===== src/hw/rtl/arming_interlock_with_attitude_settle_assert.svh =====
// Assertion macros shared by the arming interlock RTL.
`ifndef ARMING_INTERLOCK_WITH_ATTITUDE_SETTLE_ASSERT_SVH
`define ARMING_INTERLOCK_WITH_ATTITUDE_SETTLE_ASSERT_SVH

// Same-cycle implication, sampled on clk and quiet during reset.
`define AIAS_ASSERT_SAME(lbl, ante, cons) \
    lbl: assert property (@(posedge clk) disable iff (!rst_n) (ante) |-> (cons)) \
        else $error("arming interlock check failed");

// Next-cycle implication, sampled on clk and quiet during reset.
`define AIAS_ASSERT_NEXT(lbl, ante, cons) \
    lbl: assert property (@(posedge clk) disable iff (!rst_n) (ante) |=> (cons)) \
        else $error("arming interlock check failed");

`endif


===== src/hw/rtl/aias_pkg.sv =====
package aias_pkg;

    localparam int AXES      = 3;
    localparam int ANGLE_W   = 16;
    localparam int PULSE_W   = 12;
    localparam int BAND_W    = 15;
    localparam int TIME_W    = 32;
    localparam int CFG_IDX_W = 3;
    localparam int CFG_W     = 32;
    localparam int DIFF_W    = 19;

    localparam logic signed [DIFF_W-1:0] HALF_TURN     = 19'sd18000;
    localparam logic signed [DIFF_W-1:0] FULL_TURN     = 19'sd36000;
    localparam logic signed [DIFF_W-1:0] ONE_HALF_TURN = 19'sd54000;
    localparam logic signed [DIFF_W-1:0] TWO_TURNS     = 19'sd72000;

    localparam logic [PULSE_W-1:0] ARM_HIGH_RESET       = 12'd1750;
    localparam logic [PULSE_W-1:0] ARM_LOW_RESET        = 12'd1250;
    localparam logic [PULSE_W-1:0] THROTTLE_LIMIT_RESET = 12'd1100;
    localparam logic [BAND_W-1:0]  SETTLE_BAND_RESET    = 15'd100;
    localparam logic [TIME_W-1:0]  SETTLE_TIME_RESET    = 32'd3000000;

    typedef enum logic [1:0] {
        BLK_NONE        = 2'd0,
        BLK_NO_ATTITUDE = 2'd1,
        BLK_SETTLING    = 2'd2,
        BLK_THROTTLE    = 2'd3
    } blocker_t;

    typedef enum logic [CFG_IDX_W-1:0] {
        REG_ARM_HIGH       = 3'd0,
        REG_ARM_LOW        = 3'd1,
        REG_THROTTLE_LIMIT = 3'd2,
        REG_SETTLE_BAND    = 3'd3,
        REG_SETTLE_TIME    = 3'd4
    } cfg_reg_t;

    typedef struct packed {
        logic               rc_new;
        logic [PULSE_W-1:0] throttle;
        logic [PULSE_W-1:0] aux_switch;
        logic               nav_new;
        logic               attitude_ok;
        logic [ANGLE_W-1:0] roll;
        logic [ANGLE_W-1:0] pitch;
        logic [ANGLE_W-1:0] yaw;
        logic [TIME_W-1:0]  now_us;
        logic               shell_request;
        logic               shell_arm;
    } item_t;

    typedef struct packed {
        logic [PULSE_W-1:0] arm_high;
        logic [PULSE_W-1:0] arm_low;
        logic [PULSE_W-1:0] throttle_limit;
    } arm_cfg_t;

    typedef struct packed {
        logic               step;
        logic               rc_seen;
        logic [PULSE_W-1:0] throttle;
        logic [PULSE_W-1:0] aux;
        logic               attitude_valid;
        logic               settled;
        logic               shell_request;
        logic               shell_arm;
    } arm_status_t;

    // Magnitude of a minus b after folding into one half turn either way.
    function automatic logic [BAND_W-1:0] wrap_mag(input logic signed [ANGLE_W-1:0] a,
                                                   input logic signed [ANGLE_W-1:0] b);
        logic signed [DIFF_W-1:0] d;
        logic signed [DIFF_W-1:0] f;
        d = DIFF_W'(a) - DIFF_W'(b);
        priority if (d > ONE_HALF_TURN)
            f = d - TWO_TURNS;
        else if (d > HALF_TURN)
            f = d - FULL_TURN;
        else if (d < -ONE_HALF_TURN)
            f = d + TWO_TURNS;
        else if (d < -HALF_TURN)
            f = d + FULL_TURN;
        else
            f = d;
        if (f < 0)
            f = -f;
        return f[BAND_W-1:0];
    endfunction

endpackage


===== src/hw/rtl/aias_lane.sv =====
module aias_lane (
    input  logic                                clk,
    input  logic                                step,
    input  logic                                nav_new,
    input  logic signed [aias_pkg::ANGLE_W-1:0] angle,
    input  logic [aias_pkg::BAND_W-1:0]         band,
    input  logic                                restart,
    output logic                                out_of_band
);

    logic signed [aias_pkg::ANGLE_W-1:0] held_angle_reg;
    logic signed [aias_pkg::ANGLE_W-1:0] held_angle_next;
    logic signed [aias_pkg::ANGLE_W-1:0] ref_angle_reg;

    assign held_angle_next = nav_new ? angle : held_angle_reg;
    assign out_of_band = aias_pkg::wrap_mag(held_angle_next, ref_angle_reg) > band;

    always_ff @(posedge clk)
    begin
        if (step && nav_new)
        begin
            held_angle_reg <= angle;
        end
        if (restart)
        begin
            ref_angle_reg <= held_angle_next;
        end
    end

endmodule


===== src/hw/rtl/aias_arm_ctrl.sv =====
module aias_arm_ctrl (
    input  logic                  clk,
    input  logic                  rst_n,
    input  aias_pkg::arm_status_t status,
    input  aias_pkg::arm_cfg_t    cfg,
    output logic                  armed_next,
    output aias_pkg::blocker_t    blocker
);

    logic               region_reg;
    logic               region_next;
    logic               pending_reg;
    logic               pending_next;
    logic               armed_reg;
    logic               rc_arm;
    logic               rc_disarm;
    logic               pending_now;
    logic               shell_disarm;
    logic               shell_arm_req;
    aias_pkg::blocker_t attempt;

    always_comb
    begin
        rc_arm      = 1'b0;
        rc_disarm   = 1'b0;
        region_next = region_reg;
        if (status.rc_seen)
        begin
            priority if (status.aux > cfg.arm_high)
            begin
                rc_arm      = !region_reg;
                region_next = 1'b1;
            end
            else if (status.aux < cfg.arm_low)
            begin
                rc_disarm   = region_reg;
                region_next = 1'b0;
            end
            else
            begin
                region_next = region_reg;
            end
        end

        shell_disarm  = status.shell_request && !status.shell_arm;
        shell_arm_req = status.shell_request && status.shell_arm;
        pending_now   = (rc_arm || pending_reg) && region_next;

        priority if (!status.attitude_valid)
            attempt = aias_pkg::BLK_NO_ATTITUDE;
        else if (!status.settled)
            attempt = aias_pkg::BLK_SETTLING;
        else if (status.rc_seen && status.throttle > cfg.throttle_limit)
            attempt = aias_pkg::BLK_THROTTLE;
        else
            attempt = aias_pkg::BLK_NONE;

        armed_next   = armed_reg;
        pending_next = pending_now;
        blocker      = aias_pkg::BLK_NONE;
        // A disarm from either source takes precedence over any arm request.
        priority if (rc_disarm || shell_disarm)
        begin
            armed_next   = 1'b0;
            pending_next = 1'b0;
        end
        else if (pending_now || shell_arm_req)
        begin
            if (!armed_reg)
            begin
                blocker = attempt;
            end
            if (blocker == aias_pkg::BLK_NONE)
            begin
                armed_next   = 1'b1;
                pending_next = 1'b0;
            end
        end
        else
        begin
            armed_next   = armed_reg;
            pending_next = pending_now;
        end
    end

    always_ff @(posedge clk or negedge rst_n)
    begin
        if (!rst_n)
        begin
            region_reg  <= 1'b0;
            pending_reg <= 1'b0;
            armed_reg   <= 1'b0;
        end
        else if (status.step)
        begin
            region_reg  <= region_next;
            pending_reg <= pending_next;
            armed_reg   <= armed_next;
        end
    end

endmodule


===== src/hw/rtl/arming_interlock_with_attitude_settle.sv =====
// Arming interlock with attitude settle gate. Each input transaction is one update
// tick and yields exactly one output transaction carrying the armed state and the
// reason an arm attempt was refused. A tick is registered on acceptance and evaluated
// once the output stage can take a result, where one lane per attitude axis checks the
// held angle against the settle reference in parallel; the result is then registered in
// the output registers, and a new transaction is accepted every
// cycle, limited only by the output handshake. Configuration writes take effect
// at once and are meant to be issued while no transaction is in flight.
`include "arming_interlock_with_attitude_settle_assert.svh"

module arming_interlock_with_attitude_settle (
    input  logic                                  clk,
    input  logic                                  rst_n,
    input  logic                                  cfg_write,
    input  logic [aias_pkg::CFG_IDX_W-1:0]        cfg_index,
    input  logic [aias_pkg::CFG_W-1:0]            cfg_data,
    input  logic                                  in_valid,
    output logic                                  in_ready,
    input  logic                                  rc_new,
    input  logic [aias_pkg::PULSE_W-1:0]          throttle,
    input  logic [aias_pkg::PULSE_W-1:0]          aux_switch,
    input  logic                                  nav_new,
    input  logic                                  attitude_ok,
    input  logic signed [aias_pkg::ANGLE_W-1:0]   roll,
    input  logic signed [aias_pkg::ANGLE_W-1:0]   pitch,
    input  logic signed [aias_pkg::ANGLE_W-1:0]   yaw,
    input  logic [aias_pkg::TIME_W-1:0]           now_us,
    input  logic                                  shell_request,
    input  logic                                  shell_arm,
    output logic                                  out_valid,
    input  logic                                  out_ready,
    output logic                                  armed,
    output logic [1:0]                            blocker
);

    logic [aias_pkg::PULSE_W-1:0] arm_high_reg;
    logic [aias_pkg::PULSE_W-1:0] arm_low_reg;
    logic [aias_pkg::PULSE_W-1:0] throttle_limit_reg;
    logic [aias_pkg::BAND_W-1:0]  settle_band_reg;
    logic [aias_pkg::TIME_W-1:0]  settle_time_reg;

    aias_pkg::item_t              item_reg;
    logic                         item_valid_reg;
    logic                         item_valid_next;
    logic                         out_valid_reg;
    logic                         out_valid_next;
    logic                         out_armed_reg;
    aias_pkg::blocker_t           out_blocker_reg;

    logic                         rc_seen_reg;
    logic                         nav_seen_reg;
    logic                         held_ok_reg;
    logic                         ref_set_reg;
    logic [aias_pkg::PULSE_W-1:0] held_throttle_reg;
    logic [aias_pkg::PULSE_W-1:0] held_aux_reg;
    logic [aias_pkg::TIME_W-1:0]  settle_start_reg;

    logic                         advance;
    logic                         step;
    logic                         rc_seen_now;
    logic                         nav_seen_now;
    logic                         held_ok_now;
    logic                         att_valid;
    logic                         restart;
    logic                         lane_restart;
    logic                         settled;
    logic [aias_pkg::TIME_W-1:0]  elapsed;
    logic [aias_pkg::AXES-1:0]    oob;
    logic [aias_pkg::ANGLE_W-1:0] axis_angle [3];

    aias_pkg::arm_status_t        status;
    aias_pkg::arm_cfg_t           arm_cfg;
    logic                         armed_next;
    aias_pkg::blocker_t           blocker_now;

    assign advance  = !out_valid_reg || out_ready;
    assign step     = item_valid_reg && advance;
    assign in_ready = !item_valid_reg || advance;

    assign item_valid_next = (in_valid && in_ready) ? 1'b1 : (step ? 1'b0 : item_valid_reg);
    assign out_valid_next  = step ? 1'b1 : (out_ready ? 1'b0 : out_valid_reg);

    assign out_valid = out_valid_reg;
    assign armed     = out_armed_reg;
    assign blocker   = out_blocker_reg;

    always_ff @(posedge clk or negedge rst_n)
    begin
        if (!rst_n)
        begin
            arm_high_reg       <= aias_pkg::ARM_HIGH_RESET;
            arm_low_reg        <= aias_pkg::ARM_LOW_RESET;
            throttle_limit_reg <= aias_pkg::THROTTLE_LIMIT_RESET;
            settle_band_reg    <= aias_pkg::SETTLE_BAND_RESET;
            settle_time_reg    <= aias_pkg::SETTLE_TIME_RESET;
        end
        else if (cfg_write)
        begin
            unique case (cfg_index)
                aias_pkg::REG_ARM_HIGH:       arm_high_reg <= cfg_data[aias_pkg::PULSE_W-1:0];
                aias_pkg::REG_ARM_LOW:        arm_low_reg <= cfg_data[aias_pkg::PULSE_W-1:0];
                aias_pkg::REG_THROTTLE_LIMIT:
                    throttle_limit_reg <= cfg_data[aias_pkg::PULSE_W-1:0];
                aias_pkg::REG_SETTLE_BAND:    settle_band_reg <= cfg_data[aias_pkg::BAND_W-1:0];
                aias_pkg::REG_SETTLE_TIME:    settle_time_reg <= cfg_data[aias_pkg::TIME_W-1:0];
                default:                      ;
            endcase
        end
    end

    always_ff @(posedge clk or negedge rst_n)
    begin
        if (!rst_n)
        begin
            item_valid_reg <= 1'b0;
            out_valid_reg  <= 1'b0;
        end
        else
        begin
            item_valid_reg <= item_valid_next;
            out_valid_reg  <= out_valid_next;
        end
    end

    always_ff @(posedge clk)
    begin
        if (in_valid && in_ready)
        begin
            item_reg.rc_new        <= rc_new;
            item_reg.throttle      <= throttle;
            item_reg.aux_switch    <= aux_switch;
            item_reg.nav_new       <= nav_new;
            item_reg.attitude_ok   <= attitude_ok;
            item_reg.roll          <= roll;
            item_reg.pitch         <= pitch;
            item_reg.yaw           <= yaw;
            item_reg.now_us        <= now_us;
            item_reg.shell_request <= shell_request;
            item_reg.shell_arm     <= shell_arm;
        end
        if (step)
        begin
            out_armed_reg   <= armed_next;
            out_blocker_reg <= blocker_now;
            if (item_reg.rc_new)
            begin
                held_throttle_reg <= item_reg.throttle;
                held_aux_reg      <= item_reg.aux_switch;
            end
        end
        if (lane_restart)
        begin
            settle_start_reg <= item_reg.now_us;
        end
    end

    assign rc_seen_now  = rc_seen_reg || item_reg.rc_new;
    assign nav_seen_now = nav_seen_reg || item_reg.nav_new;
    assign held_ok_now  = item_reg.nav_new ? item_reg.attitude_ok : held_ok_reg;
    assign att_valid    = nav_seen_now && held_ok_now;

    assign axis_angle[0] = item_reg.roll;
    assign axis_angle[1] = item_reg.pitch;
    assign axis_angle[2] = item_reg.yaw;

    for (genvar i = 0; i < aias_pkg::AXES; i++)
    begin : g_lane
        aias_lane u_lane (
            .clk         (clk),
            .step        (step),
            .nav_new     (item_reg.nav_new),
            .angle       ($signed(axis_angle[i])),
            .band        (settle_band_reg),
            .restart     (lane_restart),
            .out_of_band (oob[i])
        );
    end

    assign restart      = att_valid && (!ref_set_reg || (|oob));
    assign lane_restart = step && restart;
    assign elapsed      = item_reg.now_us - settle_start_reg;
    // On a restart the reference time is this tick, so zero time has elapsed.
    assign settled      = att_valid && (restart ? (settle_time_reg == '0)
                                                : (elapsed >= settle_time_reg));

    always_ff @(posedge clk or negedge rst_n)
    begin
        if (!rst_n)
        begin
            rc_seen_reg  <= 1'b0;
            nav_seen_reg <= 1'b0;
            held_ok_reg  <= 1'b0;
            ref_set_reg  <= 1'b0;
        end
        else if (step)
        begin
            rc_seen_reg  <= rc_seen_now;
            nav_seen_reg <= nav_seen_now;
            held_ok_reg  <= held_ok_now;
            ref_set_reg  <= att_valid;
        end
    end

    always_comb
    begin
        status.step           = step;
        status.rc_seen        = rc_seen_now;
        status.throttle       = item_reg.rc_new ? item_reg.throttle : held_throttle_reg;
        status.aux            = item_reg.rc_new ? item_reg.aux_switch : held_aux_reg;
        status.attitude_valid = att_valid;
        status.settled        = settled;
        status.shell_request  = item_reg.shell_request;
        status.shell_arm      = item_reg.shell_arm;
        arm_cfg.arm_high       = arm_high_reg;
        arm_cfg.arm_low        = arm_low_reg;
        arm_cfg.throttle_limit = throttle_limit_reg;
    end

    aias_arm_ctrl u_arm_ctrl (
        .clk        (clk),
        .rst_n      (rst_n),
        .status     (status),
        .cfg        (arm_cfg),
        .armed_next (armed_next),
        .blocker    (blocker_now)
    );

    `AIAS_ASSERT_SAME(a_refused_not_armed, out_valid_reg && (out_blocker_reg != aias_pkg::BLK_NONE), !out_armed_reg)
    `AIAS_ASSERT_NEXT(a_shell_disarm_wins, step && item_reg.shell_request && !item_reg.shell_arm, !out_armed_reg)
    `AIAS_ASSERT_SAME(a_ready_when_out_free, !out_valid_reg, in_ready)
    `AIAS_ASSERT_NEXT(a_reference_starts, step && att_valid && !ref_set_reg, ref_set_reg && (settle_start_reg == $past(item_reg.now_us)))

endmodule

===== config.mk =====
export PLATFORM = sky130hd
export DESIGN_NAME = arming_interlock_with_attitude_settle
export DESIGN_NICKNAME = d
export VERILOG_FILES = /design/src/hw/rtl/aias_pkg.sv /design/src/hw/rtl/aias_lane.sv /design/src/hw/rtl/aias_arm_ctrl.sv /design/src/hw/rtl/arming_interlock_with_attitude_settle.sv
export VERILOG_INCLUDE_DIRS = /design/src /design/src/hw/rtl
export SDC_FILE = /design/constraint.sdc
export NUM_CORES = 1
export LEC_CHECK = 0
export ABC_AREA = 0
export BUFFER_PORTS_ARGS = -buffer_cell sky130_fd_sc_hd__buf_2
export CAP_MARGIN = 15
export CELL_PAD_IN_SITES_DETAIL_PLACEMENT = 2
export CELL_PAD_IN_SITES_GLOBAL_PLACEMENT = 2
export CORE_MARGIN = 3
export CORE_UTILIZATION = 42
export CTS_BUF_LIST = sky130_fd_sc_hd__clkbuf_4
export CTS_CLUSTER_SIZE = 40
export DETAILED_ROUTE_END_ITERATION = 16
export GPL_ROUTABILITY_DRIVEN = 0
export HOLD_SLACK_MARGIN = 0.1
export PLACE_DENSITY = 0.86
export SETUP_SLACK_MARGIN = 0.3
export SLEW_MARGIN = 10
export SYNTH_ARGS = -nofsm -noshare
export SYNTH_HDL_FRONTEND = slang
export SYNTH_SLANG_ARGS = --single-unit

===== constraint.sdc =====
create_clock -name clk -period 15.4 [get_ports clk]
set_input_delay 2.31 -clock clk [delete_from_list [all_inputs] [get_ports clk]]
set_output_delay 2.31 -clock clk [all_outputs]
set_load 0.01 [all_outputs]

==> impl_metrics.py, run 1 <==
metrics = {
    "timing": {
        "fin_setup_tns_ns": 0,
        "finClkSkew_ns": 0.1270,
        "min_period_ns": 10.53,
        "rsz0062_at_grt": "no",
        "slew_headroom_pct": 29.33,
        "holdWs_ns": 0.4356,
        "min_period_over_period_pct": 68.36,
        "maxSlewViolCount": 0,
        "worst_slew_pin_slew_ns": 1.054,
        "final-hold-violation-count": 0,
        "setup_violations": 0,
        "timing.fmax_ghz": 0.09499,
    },
    "grt": {
        "grt_pass1_vias": 22740,
        "top_usage_layer": "met2",
        "antenna_found_initial": 5,
        "track_usage_pct": 29.26,
        "grt.met1_usage_pct": 33.01,
        "grt_max_degree": 64,
        "overflow": 0,
        "grt_pass1_wl_um": 135700,
        "grt.met3_usage_pct": 5.844,
        "use_met2_pct": 51.87,
    },
    "clocking": {
        "cts_resized": 0,
        "clock-sinks": 356,
        "cts_tree": "built",
        "holdBufCountCts": 0,
        "clock-root-buffer": "clkbuf_4",
        "clk_path_buf_depth": 3,
        "clk_latency_ns": 0.97,
        "cts_setup_buffers": 0,
        "path_clk_slew_ns": 0.09,
        "cts_buffers": 98,
        "h-tree-depth": 3,
    },
    "final_layout": {
        "multi_input_area_mm2": 0.01243,
        "fill_cells": 5708,
        "regArea_mm2": 0.01027,
        "drive_gt1_share_pct": 21.78,
        "fin_area_mm2": 0.02663,
        "area_growth_pct": 12.39,
        "layout.nets": 2820,
        "largest_reg_flops": 61,
    },
    "setup_path": {
        "cpPeakStageDelay_ns": 0.98,
        "critPathMaxFanout": 33,
        "critPathArrivalTime_ns": 11.33,
        "cpMaxStageDelayCell": "edfxtp_1",
        "worst_ep_required_time_ns": 16.21,
        "crit_top_cell": "o21a_1",
        "end_kind": "register",
        "startpoint_type": "register",
        "rrSetupSlack_ns": 4.87,
        "reg2regPathDepth": 35,
        "worstSetupPathType": "reg2reg",
        "r2r-end": "u_arm_ctrl.armed_reg$_DFFE_PN0P_",
        "crit_start": "item_reg[83]$_DFFE_PP_",
        "r2r-start": "item_reg[83]$_DFFE_PP_",
    },
    "placed_design": {
        "post-dp-hpwl_um": 56380,
        "io_buffer_count": 153,
        "placed_area_mm2": 0.02528,
    },
    "die": {
        "rows": 86,
        "die_h_um": 243.5,
        "ios": 154,
        "start_util_pct": 42.77,
        "core-area_mm2": 0.05542,
        "die_w_um": 243.5,
        "dieArea_mm2": 0.05931,
    },
    "synth": {
        "synth_edf_count": 264,
        "ys.warnings.count": 0,
        "synth.cells.most_frequent": "edfxtp_1 (264), ha_1 (221), inv_1 (201), nand2_1 (158), o21ai_0 (144)",
        "mappedNetlistArea_mm2": 0.02370,
        "synth_area_leaders": "edfxtp_1 (33%), ha_1 (12%), dfrtp_1 (6.7%)",
        "yosysUniqueCellTypes": 122,
        "synth_ff_type": "edfxtp_1",
        "netlist.area_leader.share_pct": 33.45,
        "synth-seq-cells": 356,
        "synth_area_leader_cell": "edfxtp_1",
        "ys_seq_area_share_pct": 43.32,
        "syn-num-nets": 2609,
        "async_flop_share_pct": 25.84,
        "synth_area_per_cell_um2": 10.60,
        "netlist_instances": 2235,
        "synth_most_common_cell": "edfxtp_1",
    },
    "drt": {
        "ant_nets": 0,
        "vias_per_cell": 6.037,
        "drcViolationCount": 0,
        "vias": 19800,
        "wl_per_cell_um": 26.71,
        "dr.first_iter.drc_count": 1069,
        "wirelength_um": 87570,
        "first_pass_iters": 5,
    },
    "pwr": {
        "internal_power_mw": 2.698,
        "p_seq_share_pct": 24.9,
        "vdd_drop_max_uv": 76.37,
        "p_clk_share_pct": 19.4,
        "p_per_area_mw_per_mm2": 187.4,
        "netSwitchingFraction_pct": 45.94,
        "p_sw_mw": 2.293,
        "leakage_nw": 11.09,
        "combPwrFrac_pct": 55.6,
    },
    "outcome": {
        "status": "finished clean",
    },
    "hold_path": {
        "hold_depth": 0,
        "min_from": "axis_angle[29]$_DFFE_PP_",
        "min_path_type": "reg2reg",
        "hold-path-endpoint": "g_lane[1].u_lane.held_angle_reg[13]$_DFFE_PP_",
    },
    "flow_run": {
        "drv_cap": 0,
    },
}
==> cell usage in the layout (no fill, tap or decap), types with 14 or more instances in the layout <==
cell type,count
edfxtp_1,264
ha_1,221
inv_1,201
nand2_1,158
buf_2,152
o21ai_0,143
clkbuf_4,143
nor2_1,110
a21oi_1,108
xnor2_1,91
mux2_2,91
dfrtp_1,63
a21o_1,58
nand3_1,47
o21a_1,40
nand4_1,30
a31oi_1,29
dfstp_2,29
nor2b_1,28
xor2_1,26
nor3_1,25
nand2b_1,25
clkinv_1,21
o211ai_1,18
a211o_1,17
and3_1,16
and2_1,16
buf_4,16
or2_2,15
nor4_1,15
o31ai_1,15
mux2i_1,15
a211oi_1,14
==> metal layers <==
metal | share of wire, % | vias up
met2 | 51 | 663
met3 | 4.8 | 294
met1 | 39 | 10070
met4 | 5.6 | 0
met5 | 0 | -
li1 | - | 8765
==> worst max-delay path: cells and delay by family, from the launching register on <==
kind                     cells  cell delay (ns)
AO/OA/AOI/OAI               17             3.92
AND/OR/NAND/NOR              9             2.42
adder cells (fa/ha/maj)      4             1.34
flip-flops                   1             0.98
buffers and inverters        2             0.70
multiplexers                 2             0.62
XOR/XNOR                     1             0.38
==> layout make-up <==
cell class                      count  area share [%]
Antenna cell                        6         0.05637
Clock buffer                      143           4.031
Clock inverter                     36          0.9865
Inverter                          204           2.875
Multi-Input combinational cell   1618           46.69
Sequential cell                   356           38.54
Tap cell                          748           3.514
Timing Repair Buffer              168           3.307
==> worst max path at each step <==
stage                                                  endpoint
finish                         u_arm_ctrl.armed_reg$_DFFE_PN0P_
global route                   u_arm_ctrl.armed_reg$_DFFE_PN0P_
CTS                            u_arm_ctrl.armed_reg$_DFFE_PN0P_
detailed placement                              armed$_DFFE_PP_
global placement                                armed$_DFFE_PP_
floorplan           g_lane[0].u_lane.ref_angle_reg[0]$_DFFE_PP_
==> metrics by stage <==
| stage | worst slack, ns | util, % | cells | power [mW] |
|---|---|---|---|---|
| 3_5_place_dp | 5.891 | 45.62 | 3094 | 3.798 |
| 4_1_cts | 5.017 | 48.04 | 3273 | 4.971 |
| 6_report | 4.872 | 48.06 | 3279 | 4.991 |
| 5_1_grt | 4.368 | 48.06 | 3278 | 5.289 |
| 2_1_floorplan | 2.822 | - | 2235 | 3.084 |
| 3_3_place_gp | 6.499 | 45.62 | 3094 | 3.580 |
==> power by group through the flow <==
stage	registers [mW]	clock network, mW	logic (mW)
after detailed placement	1.25	0	2.55
after global routing	1.25	1.04	3.00
final	1.25	0.971	2.78
after CTS	1.24	0.998	2.73
after global placement	1.24	0	2.34
after floorplan	1.23	0	1.85
==> cells by family after synthesis <==
| logic type | after synthesis | share of synthesized area [%] |
|---|---|---|
| buffers and inverters | 261 | 4.350 |
| flip-flops | 356 | 43.32 |
| multiplexers | 106 | 4.957 |
| AND/OR/NAND/NOR | 552 | 11.97 |
| adder cells (fa/ha/maj) | 225 | 12.01 |
| AO/OA/AOI/OAI | 605 | 18.08 |
| XOR/XNOR | 130 | 5.311 |
Note: power is estimated with default switching activity, not from simulation.
==> inputs of run 2 (changes only) <==
--- a/config.mk
+++ b/config.mk
@@ -12,13 +12,13 @@
 export CELL_PAD_IN_SITES_DETAIL_PLACEMENT = 2
 export CELL_PAD_IN_SITES_GLOBAL_PLACEMENT = 2
 export CORE_MARGIN = 3
-export CORE_UTILIZATION = 42
+export CORE_UTILIZATION = 38
 export CTS_BUF_LIST = sky130_fd_sc_hd__clkbuf_4
 export CTS_CLUSTER_SIZE = 40
 export DETAILED_ROUTE_END_ITERATION = 16
 export GPL_ROUTABILITY_DRIVEN = 0
 export HOLD_SLACK_MARGIN = 0.1
-export PLACE_DENSITY = 0.86
+export PLACE_DENSITY = 0.82
 export SETUP_SLACK_MARGIN = 0.3
 export SLEW_MARGIN = 10
 export SYNTH_ARGS = -nofsm -noshare
==> constraint.sdc (replaced) <==
create_clock -name clk -period 9.2 [get_ports clk]
set_input_delay 1.38 -clock clk [delete_from_list [all_inputs] [get_ports clk]]
set_output_delay 1.38 -clock clk [all_outputs]
set_load 0.01 [all_outputs]
==> run 2 against run 1 <==
Against the previous run: total power rose by 61%; cell area increased by 1.1%; largest cell class unchanged; via count down 4.6%; sequential power rose by 65%; critical path type unchanged; worst setup slack got worse by 4.1 ns; largest power group unchanged; combinational power rose by 59%; critical endpoint is now armed$_DFFE_PP_; hold slack got worse by 0.019 ns.
==> impl_metrics.py, run 2 (synthesis gave the netlist of run 1 again) <==
metrics = {
    "pwr": {
        "internal_power_mw": 4.500,
        "p_per_area_mw_per_mm2": 298.0,
        "netSwitchingFraction_pct": 43.93,
        "vdd_drop_max_uv": 139.2,
        "p_sw_mw": 3.526,
        "power_mw": 8.027,
        "p_seq_share_pct": 25.7,
        "p_clk_share_pct": 19.2,
        "combPwrFrac_pct": 55.1,
        "leakage_nw": 11.20,
    },
    "die": {
        "core-area_mm2": 0.06103,
        "ios": 154,
        "die_h_um": 255.7,
        "die_w_um": 255.7,
        "rows": 90,
        "start_util_pct": 38.83,
        "dieArea_mm2": 0.06540,
    },
    "setup_path": {
        "startpoint_type": "register",
        "cpPeakStageDelay_ns": 0.50,
        "reg2regPathDepth": 33,
        "r2r-end": "armed$_DFFE_PP_",
        "crit_top_cell": "o21a_1",
        "r2r-start": "item_reg[83]$_DFFE_PP_",
        "cpMaxStageDelayCell": "o211ai_4",
        "cp.depth": 33,
        "critPathArrivalTime_ns": 8.98,
        "worst_ep_required_time_ns": 9.79,
        "critPathMaxFanout": 18,
        "critPathBufInv": 4,
        "worstSetupPathType": "reg2reg",
        "end_kind": "register",
        "path_delay_family": "compound AO/OA/AOI/OAI gates",
        "rrSetupSlack_ns": 0.81,
    },
    "final_layout": {
        "drive_gt1_share_pct": 22.92,
        "mostFrequentLayoutCells": "edfxtp_1 (264), ha_1 (220), inv_1 (199), nand2_1 (158), clkbuf_4 (158)",
        "fin_area_mm2": 0.02693,
        "layout.nets": 2834,
        "fill_cells": 6502,
        "largest_reg_flops": 61,
        "fin_cells": 3379,
        "area_growth_pct": 13.65,
        "final_common_cell": "edfxtp_1",
    },
    "hold_path": {
        "hold-path-endpoint": "settle_start_reg[0]$_DFFE_PP_",
        "min_path_type": "reg2reg",
        "hold_depth": 0,
        "min_from": "item_reg[2]$_DFFE_PP_",
    },
    "drt": {
        "ant_nets": 0,
        "dr.first_iter.drc_count": 842,
        "wl_per_cell_um": 22.58,
        "wirelength_um": 76310,
        "vias": 18890,
        "first_pass_iters": 5,
        "drcViolationCount": 0,
        "vias_per_cell": 5.590,
    },
    "timing": {
        "slew_headroom_pct": 30.43,
        "finClkSkew_ns": 0.07073,
        "fin_setup_tns_ns": 0,
        "setup_violations": 0,
        "worst_slew_pin_slew_ns": 1.036,
        "min_period_over_period_pct": 91.20,
        "setup_ws_ns": 0.8096,
        "timing.fmax_ghz": 0.1192,
        "maxSlewViolCount": 0,
        "rsz0062_at_grt": "no",
        "min_period_ns": 8.390,
        "final-hold-violation-count": 0,
    },
    "placed_design": {
        "post-dp-hpwl_um": 54720,
        "place_inst": 3181,
        "io_buffer_count": 153,
        "place_ws_ns": 0.3468,
        "placed_area_mm2": 0.02545,
    },
    "grt": {
        "grt_pass1_wl_um": 121800,
        "overflow": 0,
        "antenna_found_initial": 5,
        "grt_pass1_vias": 21590,
        "track_usage_pct": 22.98,
        "grt_max_degree": 65,
    },
    "clocking": {
        "cts_buffers": 101,
        "clock-root-buffer": "clkbuf_4",
        "clock-sinks": 356,
        "path_clk_slew_ns": 0.08,
        "h-tree-depth": 3,
        "clk_latency_ns": 0.88,
        "clk_path_buf_depth": 3,
        "holdBufCountCts": 0,
        "cts_tree": "built",
    },
    "outcome": {
        "status": "finished clean",
    },
    "flow_run": {
        "drv_cap": 0,
    },
}
[run 2: timing repair]
item / in CTS / in global routing
pin swaps: 0 / 2
gates resized for setup: 1 / 19
setup endpoints to repair: 36 / 85
setup buffers: 0 / 4
[run 2: cell type report]
cell class,count,area [um2],share of cell area (%)
sequential,356,10270,38.11
inverter,204,765.7,2.843
antenna,3,7.507,0.02787
clock inverter,33,161.4,0.5992
tap,828,1036,3.846
multi-input combinational,1618,12530,46.53
clock buffer,158,1186,4.404
timing repair buffer,179,979.7,3.637
[run 2: power groups by stage]
stage	clock, mW	combinational, mW	sequential (mW)
2_1_floorplan	0	3.11	2.05
3_3_place_gp	0	3.92	2.07
3_5_place_dp	0	4.24	2.09
4_1_cts	1.61	4.32	2.06
5_1_grt	1.69	4.90	2.08
6_report	1.54	4.42	2.06
[run 2: per-layer routing]
layer	share of wire, %	up-vias	wire, um	global-route usage [%]
li1	-	8788	-	-
met1	43	9536	32700	28.03
met2	51	409	38660	41.00
met3	3.4	154	2585	3.671
met4	3.1	2	2349	8.252
met5	0.022	-	17	0
[run 2: worst max path at each step]
stage / endpoint / start
2_1_floorplan: g_lane[0].u_lane.ref_angle_reg[0]$_DFFE_PP_ / item_reg[83]$_DFFE_PP_
3_3_place_gp: settle_start_reg[25]$_DFFE_PP_ / item_reg[83]$_DFFE_PP_
3_5_place_dp: g_lane[2].u_lane.ref_angle_reg[14]$_DFFE_PP_ / item_reg[83]$_DFFE_PP_
4_1_cts: g_lane[2].u_lane.ref_angle_reg[11]$_DFFE_PP_ / item_reg[83]$_DFFE_PP_
5_1_grt: armed$_DFFE_PP_ / item_reg[83]$_DFFE_PP_
6_report: armed$_DFFE_PP_ / item_reg[83]$_DFFE_PP_
[run 2: per-stage QoR]
step | util [%] | hold slack [ns]
floorplan | - | 0.4204
global placement | 41.71 | 0.4299
detailed placement | 41.71 | 0.4366
CTS | 43.92 | 0.4517
global route | 44.13 | 0.4627
finish | 44.13 | 0.4162
==> inputs of run 3 (changes only) <==
--- a/config.mk
+++ b/config.mk
@@ -18,6 +18,7 @@
 export DETAILED_ROUTE_END_ITERATION = 16
 export GPL_ROUTABILITY_DRIVEN = 0
 export HOLD_SLACK_MARGIN = 0.1
+export MAX_ROUTING_LAYER = met4
 export PLACE_DENSITY = 0.82
 export SETUP_SLACK_MARGIN = 0.3
 export SLEW_MARGIN = 10
==> run 3 against run 2 <==
Against the previous run: worst setup slack got worse by 0.047 ns; sequential power hardly changed; global-route usage is 0.70 points higher; combinational power barely moved; critical path type unchanged; largest power group unchanged.
==> impl_metrics.py, run 3 (synthesis gave the netlist of run 1 again) <==
metrics = {
    "setup_path": {
        "critPathBufInv": 4,
        "worst_ep_required_time_ns": 9.79,
        "cpMaxStageDelayCell": "o211ai_4",
        "rrSetupSlack_ns": 0.76,
        "worstSetupPathType": "reg2reg",
        "startpoint_type": "register",
        "crit_top_cell": "o21a_1",
        "critPathMaxFanout": 18,
        "end_kind": "register",
        "critPathArrivalTime_ns": 9.03,
        "cpPeakStageDelay_ns": 0.51,
        "path_delay_family": "compound AO/OA/AOI/OAI gates",
    },
    "final_layout": {
        "fin_area_mm2": 0.02694,
        "regArea_mm2": 0.01027,
        "mostFrequentLayoutCells": "edfxtp_1 (264), ha_1 (220), inv_1 (199), nand2_1 (158), clkbuf_4 (158)",
        "drive_gt1_share_pct": 22.92,
        "fill_cells": 6505,
        "fin_cells": 3382,
        "multi_input_area_mm2": 0.01253,
        "layout.nets": 2834,
        "largest_reg_flops": 61,
        "area_growth_pct": 13.67,
        "final_common_cell": "edfxtp_1",
    },
    "drt": {
        "ant_nets": 0,
        "first_pass_iters": 5,
        "vias": 18850,
        "vias_per_cell": 5.575,
        "wirelength_um": 76370,
        "dr.first_iter.drc_count": 875,
        "drcViolationCount": 0,
        "wl_per_cell_um": 22.58,
    },
    "placed_design": {
        "io_buffer_count": 153,
        "post-dp-hpwl_um": 54720,
        "placed_area_mm2": 0.02545,
        "place_inst": 3181,
    },
    "grt": {
        "grt_max_degree": 65,
        "track_usage_pct": 23.67,
        "overflow": 0,
        "antenna_found_initial": 5,
        "grt_pass1_wl_um": 121800,
        "grt_pass1_vias": 21530,
    },
    "timing": {
        "setup_violations": 0,
        "worst_slew_pin_slew_ns": 1.041,
        "timing.fmax_ghz": 0.1185,
        "rsz0062_at_grt": "no",
        "finClkSkew_ns": 0.06914,
        "holdWs_ns": 0.4226,
        "min_period_over_period_pct": 91.71,
        "fin_setup_tns_ns": 0,
        "slew_headroom_pct": 30.08,
        "maxSlewViolCount": 0,
        "final-hold-violation-count": 0,
        "min_period_ns": 8.437,
    },
    "pwr": {
        "vdd_drop_max_uv": 140.3,
        "leakage_nw": 11.20,
        "p_per_area_mw_per_mm2": 298.1,
    },
    "clocking": {
        "clock-root-buffer": "clkbuf_4",
        "clk_latency_ns": 0.88,
        "path_clk_slew_ns": 0.07,
        "holdBufCountCts": 0,
        "clock-sinks": 356,
        "clk_path_buf_depth": 3,
        "cts_buffers": 101,
        "h-tree-depth": 3,
        "cts_tree": "built",
    },
    "die": {
        "rows": 90,
        "die_h_um": 255.7,
        "die_w_um": 255.7,
        "dieArea_mm2": 0.06540,
        "core-area_mm2": 0.06103,
        "start_util_pct": 38.83,
        "ios": 154,
    },
    "outcome": {
        "status": "finished clean",
    },
    "hold_path": {
        "min_path_type": "reg2reg",
    },
    "flow_run": {
        "drv_cap": 0,
    },
}
run 3: what timing repair did:
item | 4_1_cts | 5_1_grt
setup endpoints to repair | 36 | 85
resized for setup | 1 | 19
setup buffers | 0 | 4
pin swaps | 0 | 2
run 3: cell type report:
class / instances / share of cell area [%]
sequential: 356 / 38.11
clock inverter: 33 / 0.5992
tap: 828 / 3.846
inverter: 204 / 2.843
multi-input combinational: 1618 / 46.51
antenna: 6 / 0.05574
timing repair buffer: 179 / 3.637
clock buffer: 158 / 4.403
run 3: final timing paths:
path                                        start  cells past startpoint                                 end
setup / recovery           item_reg[83]$_DFFE_PP_                     33                     armed$_DFFE_PP_
hold / removal              item_reg[2]$_DFFE_PP_                      0       settle_start_reg[0]$_DFFE_PP_
setup reg to reg           item_reg[83]$_DFFE_PP_                     33                     armed$_DFFE_PP_
hold reg to reg             item_reg[2]$_DFFE_PP_                      0       settle_start_reg[0]$_DFFE_PP_
max in group asynchronous                   rst_n                      2    u_arm_ctrl.armed_reg$_DFFE_PN0P_
min in group asynchronous                   rst_n                      1  throttle_limit_reg[11]$_DFFE_PN0P_
run 3: report_power, final:
group          switching (mW)  internal (mW)  total, mW  leakage (nW)
Combinational            2.68           1.74       4.43          6.84
Sequential             0.0914           1.97       2.06          3.55
Clock                   0.755          0.789       1.54         0.808
run 3: layer usage:
metal	up-vias	share of wire, %	GRT usage, %
met5	-	0	-
met4	0	2.9	8.156
met1	9523	43	28.18
li1	8805	-	-
met3	138	3.3	3.532
met2	387	51	41.00
run 3: through the flow:
step	util [%]	power, mW	setup WS [ns]
floorplan	-	5.158	0.3094
global placement	41.71	5.994	0.8201
detailed placement	41.71	6.323	0.3468
CTS	43.92	7.985	0.3113
global route	44.13	8.667	0.2881
finish	44.14	8.029	0.7628
